## src/rtl/tcpct_pkg.sv

```systemverilog
// Package for the TCP connection tracker: item payload structs, flag codes,
// the one-hot lifecycle type and its mapping to the 4-bit state code.
// No dependencies.
`timescale 1ns / 1ps

package tcpct_pkg;

  localparam int unsigned MAX_RETRIES = 6;
  localparam int unsigned GAP_W       = 8;
  localparam int unsigned TIME_W      = 32;
  localparam int unsigned CNT_W       = 32;
  localparam int unsigned CODE_W      = 4;

  localparam logic [7:0] FL_SYN     = 8'h02;
  localparam logic [7:0] FL_ACK     = 8'h10;
  localparam logic [7:0] FL_SYN_ACK = 8'h12;
  localparam logic [7:0] FL_RST_ACK = 8'h14;
  localparam logic [7:0] FL_FIN_ACK = 8'h11;

  localparam logic [CODE_W-1:0] CODE_CLOSED = 4'd0;
  localparam logic [CODE_W-1:0] CODE_SYN    = 4'd1;
  localparam logic [CODE_W-1:0] CODE_SYNACK = 4'd8;
  localparam logic [CODE_W-1:0] CODE_ESTAB  = 4'd9;
  localparam logic [CODE_W-1:0] CODE_FIN1   = 4'd10;
  localparam logic [CODE_W-1:0] CODE_FIN2   = 4'd11;
  localparam logic [CODE_W-1:0] CODE_RESET  = 4'd12;

  typedef enum logic [12:0] {
    ST_CLOSED = 13'b0000000000001,
    ST_SYN    = 13'b0000000000010,
    ST_RETRY1 = 13'b0000000000100,
    ST_RETRY2 = 13'b0000000001000,
    ST_RETRY3 = 13'b0000000010000,
    ST_RETRY4 = 13'b0000000100000,
    ST_RETRY5 = 13'b0000001000000,
    ST_RETRY6 = 13'b0000010000000,
    ST_SYNACK = 13'b0000100000000,
    ST_ESTAB  = 13'b0001000000000,
    ST_FIN1   = 13'b0010000000000,
    ST_FIN2   = 13'b0100000000000,
    ST_RESET  = 13'b1000000000000
  } conn_state_t;

  typedef struct packed {
    logic [7:0]        flags;
    logic [TIME_W-1:0] time_sec;
  } in_item_t;

  typedef struct packed {
    logic [CODE_W-1:0] conn_state;
    logic              bad_packet;
    logic [CNT_W-1:0]  bad_total;
  } out_item_t;

  function automatic logic [CODE_W-1:0] state_code(input conn_state_t st);
    logic [CODE_W-1:0] code;
    unique case (st)
      ST_CLOSED: code = CODE_CLOSED;
      ST_SYN:    code = CODE_SYN;
      ST_RETRY1: code = 4'd2;
      ST_RETRY2: code = 4'd3;
      ST_RETRY3: code = 4'd4;
      ST_RETRY4: code = 4'd5;
      ST_RETRY5: code = 4'd6;
      ST_RETRY6: code = 4'd7;
      ST_SYNACK: code = CODE_SYNACK;
      ST_ESTAB:  code = CODE_ESTAB;
      ST_FIN1:   code = CODE_FIN1;
      ST_FIN2:   code = CODE_FIN2;
      ST_RESET:  code = CODE_RESET;
      default:   code = CODE_CLOSED;
    endcase
    return code;
  endfunction

  function automatic conn_state_t next_retry(input conn_state_t st);
    conn_state_t nx;
    unique case (st)
      ST_SYN:    nx = ST_RETRY1;
      ST_RETRY1: nx = ST_RETRY2;
      ST_RETRY2: nx = ST_RETRY3;
      ST_RETRY3: nx = ST_RETRY4;
      ST_RETRY4: nx = ST_RETRY5;
      ST_RETRY5: nx = ST_RETRY6;
      default:   nx = ST_SYN;
    endcase
    return nx;
  endfunction

endpackage

```

## src/rtl/tcp_connection_tracker.sv

```systemverilog
// Top level of the TCP connection tracker: input register, lifecycle update and
// result register with valid/stall handshakes on both sides. Depends on tcpct_pkg.
// Items wait in the input register until the result register can take them.
// Throughput: one item per cycle unless the output stalls; the lifecycle update
// with a 32-bit gap subtract and compare is combinational between the registers.
// Reset (synchronous, rst_n low) sets closed, zero SYN time and count, gap 1.
`timescale 1ns / 1ps

module tcp_connection_tracker
  import tcpct_pkg::*;
(
  input  logic                  clk,
  input  logic                  rst_n,
  input  logic                  in_valid,
  output logic                  in_stall,
  input  in_item_t              in_item,
  output logic                  out_valid,
  input  logic                  out_stall,
  output out_item_t             out_item,
  input  logic                  cfg_wr_en,
  input  logic [GAP_W-1:0]      cfg_wr_data
);

  logic              s1_valid_r;
  in_item_t          s1_item_r;
  logic              out_valid_r;
  out_item_t         out_item_r;
  logic [GAP_W-1:0]  gap_r;
  conn_state_t       state_r, state_nxt;
  logic [TIME_W-1:0] syn_time_r, syn_time_nxt;
  logic [CNT_W-1:0]  bad_cnt_r, bad_cnt_nxt;
  logic              bad;
  logic              out_ready;
  logic              adv;
  logic              s1_load;
  logic [CODE_W-1:0] code;
  logic [2:0]        retries;
  logic [TIME_W-1:0] expect_gap;
  logic              gap_ok;

  assign out_ready = !out_valid_r || !out_stall;
  assign adv       = s1_valid_r && out_ready;
  assign in_stall  = s1_valid_r && !out_ready;
  assign s1_load   = in_valid && !in_stall;
  assign out_valid = out_valid_r;
  assign out_item  = out_item_r;

  assign code       = state_code(state_r);
  assign retries    = code[2:0] - 3'd1;
  assign expect_gap = {{(TIME_W-GAP_W){1'b0}}, gap_r} << retries;
  assign gap_ok     = (retries < 3'(MAX_RETRIES))
                      && ((s1_item_r.time_sec - syn_time_r) == expect_gap);

  always_comb begin
    logic [7:0] fl;
    fl           = s1_item_r.flags;
    state_nxt    = state_r;
    syn_time_nxt = syn_time_r;
    bad          = 1'b0;
    unique case (state_r)
      ST_SYN, ST_RETRY1, ST_RETRY2, ST_RETRY3, ST_RETRY4, ST_RETRY5,
      ST_RETRY6: begin
        priority if (fl == FL_SYN) begin
          if (gap_ok) begin
            state_nxt    = next_retry(state_r);
            syn_time_nxt = s1_item_r.time_sec;
          end else begin
            bad       = 1'b1;
            state_nxt = ST_SYN;
          end
        end else if (fl == FL_RST_ACK) begin
          state_nxt = ST_RESET;
        end else if (fl == FL_SYN_ACK) begin
          state_nxt = ST_SYNACK;
        end else begin
          bad = 1'b1;
        end
      end
      ST_SYNACK: begin
        bad       = (fl != FL_ACK);
        state_nxt = ST_ESTAB;
      end
      ST_ESTAB: begin
        if (fl == FL_RST_ACK) begin
          state_nxt = ST_CLOSED;
        end else if (fl != FL_ACK) begin
          bad       = (fl != FL_FIN_ACK);
          state_nxt = ST_FIN1;
        end
      end
      ST_FIN1: begin
        bad       = (fl != FL_FIN_ACK);
        state_nxt = ST_FIN2;
      end
      ST_FIN2: begin
        bad       = (fl != FL_ACK);
        state_nxt = ST_CLOSED;
      end
      default: begin
        bad          = (fl != FL_SYN);
        state_nxt    = ST_SYN;
        syn_time_nxt = s1_item_r.time_sec;
      end
    endcase
    bad_cnt_nxt = (bad && (bad_cnt_r != {CNT_W{1'b1}})) ? bad_cnt_r + 1'b1 : bad_cnt_r;
  end

  always_ff @(posedge clk) begin
    if (!rst_n) begin
      s1_valid_r  <= 1'b0;
      out_valid_r <= 1'b0;
      gap_r       <= GAP_W'(1);
      state_r     <= ST_CLOSED;
      syn_time_r  <= '0;
      bad_cnt_r   <= '0;
    end else begin
      if (cfg_wr_en) begin
        gap_r <= cfg_wr_data;
      end
      if (s1_load) begin
        s1_valid_r <= 1'b1;
      end else if (adv) begin
        s1_valid_r <= 1'b0;
      end
      if (out_ready) begin
        out_valid_r <= s1_valid_r;
      end
      if (adv) begin
        state_r    <= state_nxt;
        syn_time_r <= syn_time_nxt;
        bad_cnt_r  <= bad_cnt_nxt;
      end
    end
  end

  always_ff @(posedge clk) begin
    if (s1_load) begin
      s1_item_r <= in_item;
    end
    if (adv) begin
      out_item_r.conn_state <= state_code(state_nxt);
      out_item_r.bad_packet <= bad;
      out_item_r.bad_total  <= bad_cnt_nxt;
    end
  end

  a_stall_only_when_full: assert property (@(posedge clk) disable iff (!rst_n)
    in_stall |-> s1_valid_r)
    else $error("input stalled with an empty input register");

  a_count_monotonic: assert property (@(posedge clk) disable iff (!rst_n)
    $past(rst_n) |-> bad_cnt_r >= $past(bad_cnt_r))
    else $error("bad packet count went down");

  a_bad_has_count: assert property (@(posedge clk) disable iff (!rst_n)
    out_valid_r && out_item_r.bad_packet |-> out_item_r.bad_total != '0)
    else $error("bad item reported with a zero count");

endmodule

```

## config.mk

```make
export PLATFORM = sky130hd
export DESIGN_NAME = tcp_connection_tracker
export DESIGN_NICKNAME = d
export VERILOG_FILES = /design/src/rtl/tcpct_pkg.sv /design/src/rtl/tcp_connection_tracker.sv
export SDC_FILE = /design/constraint.sdc
export NUM_CORES = 1
export LEC_CHECK = 0
export BUFFER_PORTS_ARGS = -buffer_cell sky130_fd_sc_hd__clkbuf_2
export CORE_MARGIN = 5
export CORE_UTILIZATION = 45
export CTS_CLUSTER_DIAMETER = 120
export DETAILED_ROUTE_END_ITERATION = 8
export HOLD_SLACK_MARGIN = 0.06
export PLACE_DENSITY = 0.68
export SYNTH_ARGS = -nofsm -noshare
export SYNTH_HDL_FRONTEND = slang
export SYNTH_SLANG_ARGS = --single-unit
```

## constraint.sdc

```tcl
create_clock -name clk -period 5.37 [get_ports clk]
set_input_delay 1.074 -clock clk [delete_from_list [all_inputs] [get_ports clk]]
set_output_delay 1.074 -clock clk [all_outputs]
set_load 0.01 [all_outputs]
```

Word level (Yosys, flattened, before mapping) --
Index checks and enable logic that the tools add are counted.
Storage, ports and cells: input port bits 53, logic and storage cells 89, output and inout port bits 39, register bits 164
Cells by class: add/sub/neg operators 3, equality and inequality tests 34, $lt $le $gt $ge 1, mux-type cells 23, shift operators 1, reductions and logical operators 15, bitwise operators 1
Operators by type and width (number):
- 32-bit 2-to-1 mux | 3
- 13-bit 2-to-1 mux | 6
- 13-bit case mux with 5 select lines | 1
- 32-bit case mux with 2 select lines | 1
- 4-bit case mux with 12 select lines | 1
- 8-bit case mux with 6 select lines | 1
- 3-bit case mux with 12 select lines | 1
- 32-bit by 1-bit adder with 32-bit output (second input constant) | 1
- 32-bit == test | 1
- 32-bit inequality test (second input constant) | 1
- 8-bit by 3-bit left shift with 32-bit output | 1
- 32-bit subtractor | 1
- 13-bit by 10-bit == test with 1-bit output (second input constant) | 2
- 13-bit by 11-bit == test with 1-bit output (second input constant) | 2
- 13-bit by 12-bit == test with 1-bit output (second input constant) | 2
- 13-bit == test (second input constant) | 2
- 13-bit by 2-bit == test with 1-bit output (second input constant) | 2
- 13-bit by 3-bit == test with 1-bit output (second input constant) | 2
- 13-bit by 4-bit == test with 1-bit output (second input constant) | 2
- 13-bit by 5-bit == test with 1-bit output (second input constant) | 2
- 13-bit by 6-bit == test with 1-bit output (second input constant) | 2
- 13-bit by 7-bit == test with 1-bit output (second input constant) | 2
- 13-bit by 8-bit == test with 1-bit output (second input constant) | 2
- 13-bit by 9-bit == test with 1-bit output (second input constant) | 2
- 18 further kinds | 35

Depth between registers and ports, before layout --
depth in word-level cells 11, mapped depth 24, gate-level depth less buffers 18

Least setup slack after synthesis --
Ideal clock, no wire load.
kind flip-flop to flip-flop, start register state_r[11], end register out_item_r, in the netlist out_item[32] (data pin), arrival 4.877 ns, setup slack 0.221 ns, period minus slack after synthesis 5.149 ns, stages on the path, launching flop included 20, library setup time 0.272 ns, required time 5.098 ns, buffers on the path 4, path through dfxtp_1 > buf_2 > or4_1 > buf_2 > or3_1 > o41ai_1 > a31oi_1 > ha_1 > clkbuf_1 > clkbuf_1 > a21oi_1 > nor4_1 > o2111ai_1 > a211o_1 > a311o_1 > nor4_1 > nand4_1 > nor4_4 > nor2_1 > or4_1
On the way: word-level cells in the longest chain between the ends 9, elaborated cells on any way between the ends 23, classes of those cells add/sub (1); order compare (1); eq/ne (13); shift (1); mux (4); reduce/logical (3)
Ends and longest elaborated chain:
- start: declaration | RTL line tcp_connection_tracker.sv:29 | conn_state_t state_r, state_nxt;
- start signal: assignment | RTL line tcp_connection_tracker.sv:129 | state_r <= state_nxt;
- 13-bit == test (tied with other cells) | RTL line tcpct_pkg.sv:57 | unique case (st)
- 3-bit case mux with 12 select lines | RTL line tcpct_pkg.sv:57
- 3-bit by 1-bit subtractor with 3-bit output | RTL line tcp_connection_tracker.sv:49 | assign retries = code[2:0] - 3'd1;
- 8-bit by 3-bit left shift with 32-bit output | RTL line tcp_connection_tracker.sv:50 | assign expect_gap = {{(TIME_W-GAP_W){1'b0}}, gap_r} << retries;
- 32-bit == test | RTL line tcp_connection_tracker.sv:52 | && ((s1_item_r.time_sec - syn_time_r) == expect_gap);
- 1-bit logical AND | RTL line tcp_connection_tracker.sv:52
- 1-bit 2-to-1 mux | RTL line tcp_connection_tracker.sv:64 | if (gap_ok) begin
- 1-bit 2-to-1 mux | RTL line tcp_connection_tracker.sv:63 | priority if (fl == FL_SYN) begin
- 1-bit case mux with 4 select lines * | RTL line tcp_connection_tracker.sv:60 | unique case (state_r)
- via bad | RTL line tcp_connection_tracker.sv:32 | logic bad;
- end: declaration | RTL line tcp_connection_tracker.sv:27 | out_item_t out_item_r;
The timed path passes the listed nets; every way through them passes the cells marked *. A chain may end at the register's enable or synchronous reset.

Worst setup path in the final report --
start register state_r[0], end register out_item_r, in the netlist out_item[1] (data pin)
On the way: word-level cells in the longest chain between the ends 11, elaborated cells on any way between the ends 25, classes of those cells add/sub (1); order compare (1); eq/ne (13); shift (1); mux (5); reduce/logical (4)
Ends and longest elaborated chain:
- 13-bit == test (tied with other cells) | RTL line tcpct_pkg.sv:57
- 3-bit case mux with 12 select lines | RTL line tcpct_pkg.sv:57
- 3-bit by 1-bit subtractor with 3-bit output | RTL line tcp_connection_tracker.sv:49
- 8-bit by 3-bit left shift with 32-bit output | RTL line tcp_connection_tracker.sv:50
- 32-bit == test | RTL line tcp_connection_tracker.sv:52
- 1-bit logical AND | RTL line tcp_connection_tracker.sv:52
- 1-bit 2-to-1 mux | RTL line tcp_connection_tracker.sv:64
- 1-bit 2-to-1 mux | RTL line tcp_connection_tracker.sv:63
- 1-bit case mux with 4 select lines * | RTL line tcp_connection_tracker.sv:60
- 1-bit logical AND * | RTL line tcp_connection_tracker.sv:105 | bad_cnt_nxt = (bad && (bad_cnt_r != {CNT_W{1'b1}})) ? bad_cnt_r + 1'b1 : bad_cnt_r;
- 32-bit 2-to-1 mux * | RTL line tcp_connection_tracker.sv:105
- via bad_cnt_nxt[1] | RTL line tcp_connection_tracker.sv:31 | logic [CNT_W-1:0] bad_cnt_r, bad_cnt_nxt;
Marked as above.

==> flow_summary.json <==
{
  "status": "finished, final reports clean",
  "initial_core_util_pct": 45.3,
  "required_ps": 5560,
  "avgSynthCellArea_um2": 8.55,
  "final_common_cell": "nand2_1",
  "grt_first_pass_wirelength_um": 43600,
  "cts_root_buf": "clkbuf_16",
  "synth_adder_area_share_pct": 4.11,
  "slowest_stage": "or4_1",
  "finalWirelength_um": 26600,
  "final_nets": 1382,
  "rsz0062_at_grt": "no",
  "synth_top_family_by_area": "simple AND/OR/NAND/NOR gates",
  "synth_area_um2": 10500,
  "fin_crit_sh_pct": 94.8,
  "vias": 9393,
  "switching_power_mw": 0.960,
  "synth_flop_cell": "dfxtp_1",
  "die-area_um2": 26600,
  "powerDensity_nw_per_um2": 265,
  "grt_max_degree": 65,
  "min_path_type": "reg -> reg",
  "drive_above_1_share_pct": 14.5,
  "ant_nets": 0,
  "antenna_found_initial": 0,
  "synth_cell_type_count": 82,
  "clockBufferDepth": 2,
  "fillCellCount": 2220,
  "viasPerCell": 5.77,
  "hpwl_um": 19500,
  "fp.dieW_um": 163,
  "yosysSeqAreaShare_pct": 38.5,
  "sequentialPowerShare_pct": 44.0,
  "report.final.slew_viol_count": 0,
  "ys_ff_latch": 164,
  "crit_chain": "or4_1 > or3_1 > o41ai_2 > a31oi_1 > ha_2 > and3_1 > a22oi_1 > and2_1 > buf_4 > nand3_1 > nand3_1 > nor3b_1 > o21ai_0 > nor3_1 > a41o_2 > buf_12 > mux2_2",
  "synth_simple_gate_area_share_pct": 25.6,
  "critPathMaxFanout": 28,
  "max_cap_violations": 0,
  "period_needed_ps": 5090,
  "wl_per_cell_um": 16.3,
  "cp-end-kind": "flip-flop",
  "worstSetupPathType": "reg -> reg",
  "clkSinkCount": 164,
  "path_buf_inv": 2,
  "crit_top_cell": "nand3_1",
  "synth-compound-area-share_pct": 17.7,
  "dr.pass1.iters": 7,
  "synthMuxAreaShare_pct": 2.85,
  "num_rows": 56,
  "grt_pass1_vias": 8635,
  "utilization_pct": 51.3,
  "postCtsHoldBufs": 0,
  "num_antenna_cells": 0,
  "cpPeakStageDelay_ps": 570,
  "die_h_um": 163,
  "setup_violations": 0,
  "synthXorXnorAreaFrac_pct": 6.11,
  "cp-start-kind": "flip-flop",
  "grt_use_total_pct": 19.9,
  "synth-edff-count": 77,
  "drt_iter0_markers": 589,
  "cts_inserted_buffers": 17,
  "async_flop_share_pct": 0,
  "vdd_ir_drop_max_mv": 0.141,
  "port_buffers": 91,
  "internal-power_mw": 2.20,
  "synth_nets": 1320,
  "clockPowerShare_pct": 38.5,
  "clock-skew-final_ps": 12.6,
  "arrival_ps": 5290,
  "clkLatencyLatePin_ps": 440,
  "relSlewSlack_pct": 25.9,
  "finalSetupTns_ps": 0,
  "hold_viol_final": 0,
  "tritoncts": "yes",
  "clk_pin_slew_worst_paths_ps": 80,
  "layout_common_cells": "nand2_1 (126), clkbuf_2 (91), nor2_1 (89)",
  "yosys_warnings": 0,
  "power_switching_share_pct": 30.3,
  "gp_congestion": 0.951,
  "drc": 0,
  "area_growth_pct": 13.3,
  "ioPinCount": 92,
  "p_leak_nw": 4.51,
  "critical_path.top_delay_family": "simple AND/OR/NAND/NOR gates",
  "fmax_ghz": 0.196,
  "h-tree-depth": 4,
  "gr-total-overflow": 0,
  "tightest_slew_ps": 1110,
  "p_comb_share_pct": 17.5,
  "syn-instance-count": 1233,
  "core_area_um2": 23300
}
synth_stat cells (all sizes together) (27+ instances only):
cell / count / share of area, %
a21oi: 76 / 3.6
buf: 31 / 1.8
clkbuf: 46 / 1.6
dfxtp: 87 / 17
edfxtp: 77 / 22
ha: 33 / 3.9
inv: 49 / 1.7
nand2: 127 / 4.5
nand2b: 27 / 1.6
nand3: 80 / 3.8
nor2: 89 / 3.2
nor3: 45 / 2.1
o21ai: 81 / 4.0
xor2: 46 / 3.8
metal layers:
| metal | up-vias | track usage (%) | part of all wire, % |
|---|---|---|---|
| li1 | 4674 | - | - |
| met1 | 4396 | 26.1 | 45 |
| met2 | 270 | 33.8 | 48 |
| met3 | 53 | 3.33 | 4.7 |
| met4 | 0 | 6.14 | 2.1 |
| met5 | - | 0 | 0 |
what timing repair did:
item	in CTS	in global routing
gates resized for setup	0	6
setup buffers	0	1
setup endpoints to repair	0	91
endpoints found under the hold margin	0	0
power by group through the flow:
stage / combinational [mW] / clock [mW] / sequential [mW]
2_1_floorplan: 0.385 / 0 / 1.42
3_3_place_gp: 0.542 / 0 / 1.42
3_5_place_dp: 0.542 / 0 / 1.42
4_1_cts: 0.547 / 1.25 / 1.39
5_1_grt: 0.605 / 1.30 / 1.40
6_report: 0.554 / 1.22 / 1.39
worst min-delay path: cells and delay by family, from the launching register on:
family	cells	cell delay, ps
flops	1	310
compound gates	1	60
simple gates	1	50
registers in the layout (all words and copies together) (netlist names):
name	cells
out_item	37
state_r	13
s1_valid_r	1
bad_cnt_r	32
gap_r	8
s1_item_r	40
syn_time_r	32
out_valid	1
area by class of cell:
cell class                      count  area, um2  area share [%]
Sequential cell                   164       4050            34.0
Clock inverter                     14        163            1.36
Clock buffer                       18        439            3.68
Multi-Input combinational cell    942       5980            50.1
Inverter                           50        188            1.57
Tap cell                          319        399            3.34
Timing Repair Buffer              120        711            5.95
logic make-up after synthesis:
family	Yosys count
AO/OA/AOI/OAI	287
XOR/XNOR	72
adder cells (fa/ha/maj)	34
buffers and inverters	127
flip-flops	164
multiplexers	28
AND/OR/NAND/NOR	521
path summary, 6_finish.rpt:
check / cells past startpoint / slack [ps] / to / from
worst max register to register: 17 / 280 / out_item[1] / state_r[0]
worst min-delay path: 2 / 470 / syn_time_r[5] / syn_time_r[5]
worst max-delay path: 17 / 280 / out_item[1] / state_r[0]
worst min register to register: 2 / 470 / syn_time_r[5] / syn_time_r[5]
stage by stage:
stage               cells  total power [mW]  cell area [um2]  hold slack (ps)  setup slack, ps
floorplan            1233              1.80            10500              444              221
global placement     1594              1.96            11300              454              311
detailed placement   1594              1.96            11300              462              133
CTS                  1626              3.19            11900              476             87.2
global route         1627              3.30            11900              492             11.2
finish               1627              3.16            11900              469              278
Note: power is estimated with default switching activity, not from simulation.
